## src/ccc_pkg.sv

```systemverilog
`timescale 1ns / 1ps
// ----------------------------------------------------------------------------
// ccc_pkg
// Shared types, constants and calendar helpers for the calendar clock counter.
// ----------------------------------------------------------------------------
package ccc_pkg;

  localparam int unsigned YearW  = 16;
  localparam int unsigned MonthW = 4;
  localparam int unsigned DayW   = 5;
  localparam int unsigned HourW  = 5;
  localparam int unsigned MinW   = 6;
  localparam int unsigned SecW   = 6;

  localparam int unsigned FieldsW = YearW + MonthW + DayW + HourW + MinW + SecW;
  localparam int unsigned DataW   = ((FieldsW + 7) / 8) * 8;

  // tdata bit offsets, lowest field first
  localparam int unsigned YearLsb  = 0;
  localparam int unsigned MonthLsb = YearLsb + YearW;
  localparam int unsigned DayLsb   = MonthLsb + MonthW;
  localparam int unsigned HourLsb  = DayLsb + DayW;
  localparam int unsigned MinLsb   = HourLsb + HourW;
  localparam int unsigned SecLsb   = MinLsb + MinW;

  localparam logic [YearW-1:0]  YearRst  = YearW'(2025);
  localparam logic [MonthW-1:0] MonthRst = MonthW'(1);
  localparam logic [DayW:0]     DayRst   = (DayW + 1)'(1);
  localparam logic [HourW-1:0]  HourRst  = HourW'(12);
  localparam logic [MinW-1:0]   MinRst   = MinW'(0);
  localparam logic [SecW-1:0]   SecRst   = SecW'(0);

  localparam logic [SecW-1:0]   SecPerMin  = SecW'(60);
  localparam logic [MinW:0]     MinPerHour = (MinW + 1)'(60);
  localparam logic [HourW:0]    HourPerDay = (HourW + 1)'(24);
  localparam logic [MonthW-1:0] MonthDec   = MonthW'(12);

  // year mod 25 by reciprocal: q = (y * Recip25) >> Recip25Shift, low by at most one
  localparam int unsigned Recip25Shift = 20;
  localparam logic [15:0] Recip25      = 16'd41943;
  localparam int unsigned ProdW        = YearW + 16;
  localparam int unsigned QuotW        = ProdW - Recip25Shift;
  localparam logic [4:0]  Div25        = 5'd25;

  localparam logic [MonthW-1:0] MonFeb = MonthW'(2);
  localparam logic [MonthW-1:0] MonApr = MonthW'(4);
  localparam logic [MonthW-1:0] MonJun = MonthW'(6);
  localparam logic [MonthW-1:0] MonSep = MonthW'(9);
  localparam logic [MonthW-1:0] MonNov = MonthW'(11);

  typedef enum logic [1:0] {
    ST_IDLE,
    ST_LEAP,
    ST_ROLL
  } ctrl_state_e;

  typedef struct packed {
    logic load;   // take the input item, apply sec/min/hour carries
    logic leap;   // resolve the leap-year flag
    logic roll;   // month rollover and result register update
  } ctrl_cmd_t;

  // days in month; invalid months count as 31
  function automatic logic [DayW-1:0] month_days(logic [MonthW-1:0] m, logic leap);
    logic [DayW-1:0] d;
    unique case (m) inside
      MonFeb:                         d = DayW'(28) + DayW'(leap);
      MonApr, MonJun, MonSep, MonNov: d = DayW'(30);
      default:                        d = DayW'(31);
    endcase
    return d;
  endfunction

endpackage

```

## src/ccc_ctrl.sv

```systemverilog
`timescale 1ns / 1ps
// ----------------------------------------------------------------------------
// ccc_ctrl
// Sequencer: accepts an item, steps the datapath and owns the result valid.
// ----------------------------------------------------------------------------
module ccc_ctrl (
  input  logic                  clk_i,
  input  logic                  rst_ni,
  input  logic                  in_valid_i,
  output logic                  in_ready_o,
  output logic                  out_valid_o,
  input  logic                  out_ready_i,
  output ccc_pkg::ctrl_cmd_t    cmd_o
);

  ccc_pkg::ctrl_state_e state_q, state_d;
  logic                 out_valid_q, out_valid_d;
  logic                 slot_free;

  always_ff @(posedge clk_i or negedge rst_ni) begin
    if (!rst_ni) begin
      state_q     <= ccc_pkg::ST_IDLE;
      out_valid_q <= 1'b0;
    end else begin
      state_q     <= state_d;
      out_valid_q <= out_valid_d;
    end
  end

  assign slot_free = !out_valid_q || out_ready_i;

  always_comb begin
    state_d    = state_q;
    cmd_o      = '0;
    in_ready_o = 1'b0;
    unique case (state_q)
      ccc_pkg::ST_IDLE: begin
        in_ready_o = 1'b1;
        if (in_valid_i) begin
          cmd_o.load = 1'b1;
          state_d    = ccc_pkg::ST_LEAP;
        end
      end
      ccc_pkg::ST_LEAP: begin
        cmd_o.leap = 1'b1;
        state_d    = ccc_pkg::ST_ROLL;
      end
      ccc_pkg::ST_ROLL: begin
        if (slot_free) begin
          cmd_o.roll = 1'b1;
          state_d    = ccc_pkg::ST_IDLE;
        end
      end
      default: state_d = ccc_pkg::ST_IDLE;
    endcase
  end

  always_comb begin
    if (cmd_o.roll) begin
      out_valid_d = 1'b1;
    end else if (out_ready_i) begin
      out_valid_d = 1'b0;
    end else begin
      out_valid_d = out_valid_q;
    end
  end

  assign out_valid_o = out_valid_q;

endmodule

```

## src/ccc_datapath.sv

```systemverilog
`timescale 1ns / 1ps
// ----------------------------------------------------------------------------
// ccc_datapath
// Time registers, carry chain, leap-year unit, month rollover, result register.
// ----------------------------------------------------------------------------
module ccc_datapath (
  input  logic                        clk_i,
  input  logic                        rst_ni,
  input  ccc_pkg::ctrl_cmd_t          cmd_i,
  input  logic                        mode_i,
  input  logic [ccc_pkg::DataW-1:0]   in_data_i,
  output logic [ccc_pkg::DataW-1:0]   out_data_o
);

  localparam int unsigned YW = ccc_pkg::YearW;
  localparam int unsigned MW = ccc_pkg::MonthW;
  localparam int unsigned DW = ccc_pkg::DayW;
  localparam int unsigned HW = ccc_pkg::HourW;
  localparam int unsigned NW = ccc_pkg::MinW;
  localparam int unsigned SW = ccc_pkg::SecW;

  logic [YW-1:0] yr_q,  yr_d;
  logic [MW-1:0] mo_q,  mo_d;
  logic [DW:0]   dy_q,  dy_d;
  logic [HW-1:0] hr_q,  hr_d;
  logic [NW-1:0] min_q, min_d;
  logic [SW-1:0] sec_q, sec_d;
  logic [ccc_pkg::ProdW-1:0] prod_q, prod_d;
  logic          leap_q, leap_d;
  logic [ccc_pkg::DataW-1:0] out_q, out_d;

  // load stage
  logic [YW-1:0] yr_sel;
  logic [MW-1:0] mo_sel;
  logic [DW-1:0] dy_sel;
  logic [HW-1:0] hr_sel;
  logic [NW-1:0] min_sel;
  logic [SW-1:0] sec_sel;
  logic          sec_c, min_c, hr_c;
  logic [NW:0]   min_sum;
  logic [HW:0]   hr_sum;
  logic [SW-1:0] sec_n;
  logic [NW-1:0] min_n;
  logic [HW-1:0] hr_n;
  logic [DW:0]   dy_n;

  // leap stage
  logic [ccc_pkg::QuotW-1:0] quot;
  logic [YW-1:0]             q25;
  logic [YW-1:0]             rem, rem_c;
  logic                      div25, div4, div16;

  // roll stage
  logic [DW-1:0] dim;
  logic          over;
  logic [YW-1:0] yr_r;
  logic [MW-1:0] mo_r;
  logic [DW:0]   dy_r;

  always_comb begin
    yr_sel  = mode_i ? in_data_i[ccc_pkg::YearLsb  +: YW] : yr_q;
    mo_sel  = mode_i ? in_data_i[ccc_pkg::MonthLsb +: MW] : mo_q;
    dy_sel  = mode_i ? in_data_i[ccc_pkg::DayLsb   +: DW] : dy_q[DW-1:0];
    hr_sel  = mode_i ? in_data_i[ccc_pkg::HourLsb  +: HW] : hr_q;
    min_sel = mode_i ? in_data_i[ccc_pkg::MinLsb   +: NW] : min_q;
    sec_sel = mode_i ? in_data_i[ccc_pkg::SecLsb   +: SW] : sec_q + SW'(1);

    sec_c   = sec_sel >= ccc_pkg::SecPerMin;
    sec_n   = sec_c ? sec_sel - ccc_pkg::SecPerMin : sec_sel;
    min_sum = {1'b0, min_sel} + (NW + 1)'(sec_c);
    min_c   = min_sum >= ccc_pkg::MinPerHour;
    min_n   = min_c ? NW'(min_sum - ccc_pkg::MinPerHour) : min_sum[NW-1:0];
    hr_sum  = {1'b0, hr_sel} + (HW + 1)'(min_c);
    hr_c    = hr_sum >= ccc_pkg::HourPerDay;
    hr_n    = hr_c ? HW'(hr_sum - ccc_pkg::HourPerDay) : hr_sum[HW-1:0];
    dy_n    = {1'b0, dy_sel} + (DW + 1)'(hr_c);
    prod_d  = ccc_pkg::ProdW'(yr_sel) * ccc_pkg::ProdW'(ccc_pkg::Recip25);
  end

  always_comb begin
    quot   = prod_q[ccc_pkg::ProdW-1 -: ccc_pkg::QuotW];
    q25    = YW'(quot) * YW'(ccc_pkg::Div25);
    rem    = yr_q - q25;
    rem_c  = (rem >= YW'(ccc_pkg::Div25)) ? rem - YW'(ccc_pkg::Div25) : rem;
    div25  = rem_c == '0;
    div4   = yr_q[1:0] == 2'b00;
    div16  = yr_q[3:0] == 4'b0000;
    leap_d = div4 && (!div25 || div16);
  end

  always_comb begin
    dim  = ccc_pkg::month_days(mo_q, leap_q);
    over = dy_q > {1'b0, dim};
    yr_r = yr_q;
    mo_r = mo_q;
    dy_r = dy_q;
    if (over) begin
      dy_r = dy_q - {1'b0, dim};
      if (mo_q >= ccc_pkg::MonthDec) begin
        mo_r = MW'(1);
        yr_r = yr_q + YW'(1);
      end else begin
        mo_r = mo_q + MW'(1);
      end
    end
    out_d = ccc_pkg::DataW'({sec_q, min_q, hr_q, dy_r[DW-1:0], mo_r, yr_r});
  end

  always_comb begin
    yr_d  = yr_q;
    mo_d  = mo_q;
    dy_d  = dy_q;
    hr_d  = hr_q;
    min_d = min_q;
    sec_d = sec_q;
    if (cmd_i.load) begin
      yr_d  = yr_sel;
      mo_d  = mo_sel;
      dy_d  = dy_n;
      hr_d  = hr_n;
      min_d = min_n;
      sec_d = sec_n;
    end else if (cmd_i.roll) begin
      yr_d = yr_r;
      mo_d = mo_r;
      dy_d = dy_r;
    end
  end

  always_ff @(posedge clk_i or negedge rst_ni) begin
    if (!rst_ni) begin
      yr_q  <= ccc_pkg::YearRst;
      mo_q  <= ccc_pkg::MonthRst;
      dy_q  <= ccc_pkg::DayRst;
      hr_q  <= ccc_pkg::HourRst;
      min_q <= ccc_pkg::MinRst;
      sec_q <= ccc_pkg::SecRst;
    end else begin
      yr_q  <= yr_d;
      mo_q  <= mo_d;
      dy_q  <= dy_d;
      hr_q  <= hr_d;
      min_q <= min_d;
      sec_q <= sec_d;
    end
  end

  always_ff @(posedge clk_i) begin
    if (cmd_i.load) begin
      prod_q <= prod_d;
    end
    if (cmd_i.leap) begin
      leap_q <= leap_d;
    end
    if (cmd_i.roll) begin
      out_q <= out_d;
    end
  end

  assign out_data_o = out_q;

endmodule

```

## src/calendar_clock_counter.sv

```systemverilog
`timescale 1ns / 1ps
// ----------------------------------------------------------------------------
// calendar_clock_counter
// Calendar clock: one-second ticks or set-time loads, normalized with the
// Gregorian leap-year rule; the full time is returned after every item.
// ----------------------------------------------------------------------------
// channel | dir | tdata                                  | tuser
// s_axis  | in  | set_year..set_second, 42 bits in 48    | mode
// m_axis  | out | year..second, 42 bits in 48            | -
//
// Each item passes three steps: accept with carries, leap-year check (reciprocal
// multiply for year mod 25), then month rollover into the result register.
// Input is taken again right after the rollover cycle; a result still waiting
// on m_axis holds the next item in its rollover cycle until it is taken.
// Reset puts the clock at 2025-01-01 12:00:00 with no result pending.
// ----------------------------------------------------------------------------
module calendar_clock_counter (
  input  logic                      clk_i,
  input  logic                      rst_ni,
  input  logic                      s_axis_tvalid_i,
  output logic                      s_axis_tready_o,
  // set_year, set_month, set_day, set_hour, set_minute, set_second, zero pad
  input  logic [ccc_pkg::DataW-1:0] s_axis_tdata_i,
  // mode
  input  logic                      s_axis_tuser_i,
  output logic                      m_axis_tvalid_o,
  input  logic                      m_axis_tready_i,
  // year, month, day, hour, minute, second, zero pad
  output logic [ccc_pkg::DataW-1:0] m_axis_tdata_o
);

  ccc_pkg::ctrl_cmd_t cmd;

  ccc_ctrl u_ctrl (
    .clk_i       (clk_i),
    .rst_ni      (rst_ni),
    .in_valid_i  (s_axis_tvalid_i),
    .in_ready_o  (s_axis_tready_o),
    .out_valid_o (m_axis_tvalid_o),
    .out_ready_i (m_axis_tready_i),
    .cmd_o       (cmd)
  );

  ccc_datapath u_datapath (
    .clk_i      (clk_i),
    .rst_ni     (rst_ni),
    .cmd_i      (cmd),
    .mode_i     (s_axis_tuser_i),
    .in_data_i  (s_axis_tdata_i),
    .out_data_o (m_axis_tdata_o)
  );

`ifndef SYNTH
  a_busy_after_accept: assert property (@(posedge clk_i) disable iff (!rst_ni)
    s_axis_tvalid_i && s_axis_tready_o |=> !s_axis_tready_o)
    else $error("item accepted while previous item in flight");

  a_sec_range: assert property (@(posedge clk_i) disable iff (!rst_ni)
    m_axis_tvalid_o |->
      m_axis_tdata_o[ccc_pkg::SecLsb +: ccc_pkg::SecW] < ccc_pkg::SecPerMin &&
      m_axis_tdata_o[ccc_pkg::MinLsb +: ccc_pkg::MinW] < ccc_pkg::SecPerMin)
    else $error("second or minute out of range");

  a_hour_range: assert property (@(posedge clk_i) disable iff (!rst_ni)
    m_axis_tvalid_o |->
      {1'b0, m_axis_tdata_o[ccc_pkg::HourLsb +: ccc_pkg::HourW]} < ccc_pkg::HourPerDay)
    else $error("hour out of range");

  a_roll_then_valid: assert property (@(posedge clk_i) disable iff (!rst_ni)
    cmd.roll |=> m_axis_tvalid_o && s_axis_tready_o)
    else $error("result not presented after rollover");
`endif

endmodule

```

## config.mk

```make
export PLATFORM = sky130hd
export DESIGN_NAME = calendar_clock_counter
export DESIGN_NICKNAME = d
export VERILOG_FILES = /design/src/ccc_pkg.sv /design/src/ccc_ctrl.sv /design/src/ccc_datapath.sv /design/src/calendar_clock_counter.sv
export SDC_FILE = /design/constraint.sdc
export NUM_CORES = 1
export LEC_CHECK = 0
export BUFFER_PORTS_ARGS = -buffer_cell sky130_fd_sc_hd__buf_2
export CAP_MARGIN = 40
export CORE_MARGIN = 1.5
export CORE_UTILIZATION = 61
export CTS_CLUSTER_DIAMETER = 50
export DETAILED_ROUTE_END_ITERATION = 12
export PLACE_DENSITY = 0.81
export SLEW_MARGIN = 20
export SYNTH_ARGS = -nofsm -noshare
export SYNTH_HDL_FRONTEND = slang
export SYNTH_SLANG_ARGS = --single-unit
```

## constraint.sdc

```tcl
create_clock -name clk_i -period 8.8 [get_ports clk_i]
set_input_delay 1.76 -clock clk_i [delete_from_list [all_inputs] [get_ports clk_i]]
set_output_delay 1.76 -clock clk_i [all_outputs]
set_load 0.01 [all_outputs]
```

==> summary.txt <==
Placed design
  • Port Buffers: 90
  • Post-DP HPWL: 22650 µm
  • GPL Wtd Cong: 0.8872

Critical path
  • Critical Path Slowest Stage Cell: fa_1
  • Crit Path Category: in2reg
  • CP endpoint kind: register
  • Critical Path AT: 8.42 ns
  • Req. time, crit path: 8.90 ns
  • Startpoint types: input port
  • Peak per-stage delay on the critical path: 0.56 ns
  • Cell family with most CP delay: adder cells
  • Buf+Inv Stages, Crit Path: 6
  • Critical-path maximum fanout: 18
  • Critical path cell sequence: buf_2, mux2i_1, inv_1, ha_1, fa_1, fa_1, inv_1, fa_1, inv_1, fa_1, inv_1, fa_1, inv_1, ha_1, a22o_1, or4_1, o221ai_1, o22ai_1, nand3b_1, o31a_1, a21o_1, a21oi_1, xnor2_1

Floorplanning
  • Die ar.: 21050 µm²
  • Die X: 145.1 µm
  • DIE HEIGHT: 145.1 µm
  • Initial core utilization: 62.66%
  • I/O Pins: 103
  • Core ar.: 19650 µm²
  • Cell Rows: 51

Min path
  • Worst Hold Class: reg2reg

Layout
  • Area Growth Syn to Fin: 9.438%
  • Fillers: 1510
  • Nets@finish: 1745
  • Layout cells sized above 1: 13.05%

Global routing
  • Wire length of the first global-routing pass: 46010 µm
  • Vias in the first global route: 9421
  • Total gr overflow: 0
  • Largest net degree at the start of global routing: 60
  • Initial antenna violation count: 2
  • Gr usage total: 27.18%

Run
  • Max-cap violations: 0

CTS
  • CTS sink count: 101
  • CTS tree: built
  • CTS Buf Count: 9
  • Insertion delay to the later sink of the worst-skew pair: 0.35 ns
  • Maximum buffer depth of the clock tree: 2
  • Post-CTS Setup Bufs: 0
  • Post-CTS sizing: 0
  • Root Driver: clkbuf_16
  • H-tree depth: 3
  • Post-CTS Hold Buffers: 0
  • Clk pin slew, worst setup/hold paths: 0.08 ns

Yosys
  • Unique cell type count in the Yosys netlist: 80
  • Post-synthesis register bit count: 101
  • Area leader, netlist: ha_1
  • Main synth FF type: edfxtp_1
  • Synth top area share: 20.83%
  • Register area share after synthesis: 22.88%
  • Synth Cell Area: 12320 µm²
  • Avg Cell Area, Syn: 9.713 µm²
  • Syn Inst Count: 1268
  • Async SR Flop Fraction: 45.54%
  • Synth area leaders: ha_1 (21%), fa_1 (20%), edfxtp_1 (13%)
  • Post-synth EDFFs: 55
  • Syn. warnings: 0

STA
  • Fin Clk Skew: 0.01190 ns
  • Period Utilization, post-route: 94.50%
  • Max Freq: 0.1202 GHz
  • Slew Limit Headroom: 45.98%
  • Fin. Hold Viols: 0
  • Crit path time final: 8.316 ns
  • Max Slew Vio Count: 0
  • RSZ-0062 raised after global routing: no
  • Setup_tns: 0 ns
  • Worst slew pin tran: 0.8078 ns
  • Final setup viols: 0

Route
  • WL final: 27780 µm
  • Post-route ant nets: 0
  • Drt pass-1 iters: 5
  • Initial drt markers: 711
  • Drt drc: 0
  • Drt via density: 5.652
  • Via count: 9263
  • DR WL/cell: 16.95 µm

Run status
  • Status: completed
synthesized netlist by cell type, types with 4 or more instances:
library cell	count
a211o_1	4
a211oi_1	4
a21o_1	12
a21oi_1	36
a22oi_1	6
a31oi_1	7
a32oi_1	5
and2_1	5
and3_1	9
buf_1	4
buf_4	6
clkbuf_1	19
dfrtp_1	34
dfstp_2	12
edfxtp_1	55
fa_1	120
ha_1	205
inv_1	270
mux2_2	11
mux2i_1	14
nand2_1	95
nand2b_1	7
nand3_1	26
nand3b_1	6
nand4_1	8
nor2_1	49
nor2b_1	8
nor3_1	16
nor4_1	4
o21a_1	12
o21ai_0	58
o21ai_1	4
o21bai_1	4
o221ai_1	4
o22ai_1	4
or3_1	4
xnor2_1	39
xor2_1	22
cell usage in the layout (no fill, tap or decap), types with 36 or more instances in the layout:
master	instances
a21oi_1	36
xnor2_1	39
nand2_1	95
fa_1	120
buf_2	90
nor2_1	49
inv_1	270
edfxtp_1	55
ha_1	205
o21ai_0	51
state kept, by name (all words and copies together), names as in the netlist:
register,cells
u_datapath.sec_q,6
u_datapath.hr_q,5
u_datapath.leap_q,1
u_datapath.yr_q,16
u_datapath.prod_q,12
u_datapath.out_data_o,42
u_datapath.dy_q,6
u_datapath.mo_q,4
u_ctrl.out_valid_o,1
u_datapath.min_q,6
u_ctrl.state_q,2
metal layers:
layer	up-vias	routed length, µm	share of wire (%)	track usage, %
li1	4399	-	-	-
met1	4479	11800	42	36.88
met2	326	13670	49	46.03
met3	59	1557	5.6	2.704
met4	0	750	2.7	8.622
met5	-	0	0	0
final timing paths:
path	start	end	slack, ns	cells after the start
worst max-delay path	s_axis_tuser_i	u_datapath.prod_q[30]	0.48	23
worst min-delay path	u_datapath.hr_q[4]	u_datapath.out_data_o[29]	0.48	0
worst max register to register	u_datapath.yr_q[10]	u_datapath.prod_q[30]	1.66	22
worst min register to register	u_datapath.hr_q[4]	u_datapath.out_data_o[29]	0.48	0
max in group asynchronous	rst_ni	u_datapath.min_q[4]	6.92	1
min in group asynchronous	rst_ni	u_datapath.dy_q[1]	1.44	1
worst register-to-register path: stages (launching register included):
cell and delay, ns:
dfstp_2 0.56, inv_1 0.14, o21ai_2 0.54, ha_1 0.39
fa_1 0.51, fa_1 0.51, inv_1 0.05, fa_1 0.50
inv_1 0.07, fa_1 0.56, inv_1 0.06, fa_1 0.53
inv_1 0.04, ha_1 0.31, a22o_1 0.23, or4_1 0.46
o221ai_1 0.30, o22ai_1 0.10, nand3b_1 0.24, o31a_1 0.32
a21o_1 0.21, a21oi_1 0.17, xnor2_1 0.08
area by class of cell:
class	instances	area (µm²)	area share [%]
Clock buffer	9	225.2	1.671
Timing Repair Buffer	117	653.1	4.846
Sequential cell	101	2818	20.91
Antenna cell	2	5.005	0.03713
Clock inverter	7	78.83	0.5849
Inverter	272	1021	7.575
Multi-Input combinational cell	866	8346	61.92
Tap cell	265	331.6	2.460
logic make-up (layout without fill, tap and decap cells):
group,Yosys count,count (layout),share of synthesized area [%]
adder cells (fa/ha/maj),325,325,40.33
buffers and inverters,306,405,9.662
other,1,8,0.03045
multiplexers,26,26,2.266
AND/OR/NAND/NOR,249,249,9.590
XOR/XNOR,61,61,4.338
flip-flops,101,101,22.88
AO/OA/AOI/OAI,199,199,10.90
stage by stage:
step / utilization, % / hold WS (ns) / instances / setup slack, ns / instance area, µm²
finish: 68.58 / 0.4790 / 1639 / 0.4839 / 13480
global route: 68.58 / 0.4888 / 1639 / 0.1848 / 13480
CTS: 68.55 / 0.4789 / 1637 / 0.5074 / 13470
detailed placement: 67.00 / 0.4602 / 1621 / 0.1934 / 13170
global placement: 66.93 / 0.4536 / 1619 / 0.2535 / 13150
floorplan: - / 0.4426 / 1273 / 0.06493 / 12360
Power is left out: the tool's default activity adds up to more than one toggle a clock period on the data nets, which glitch-free logic cannot reach.
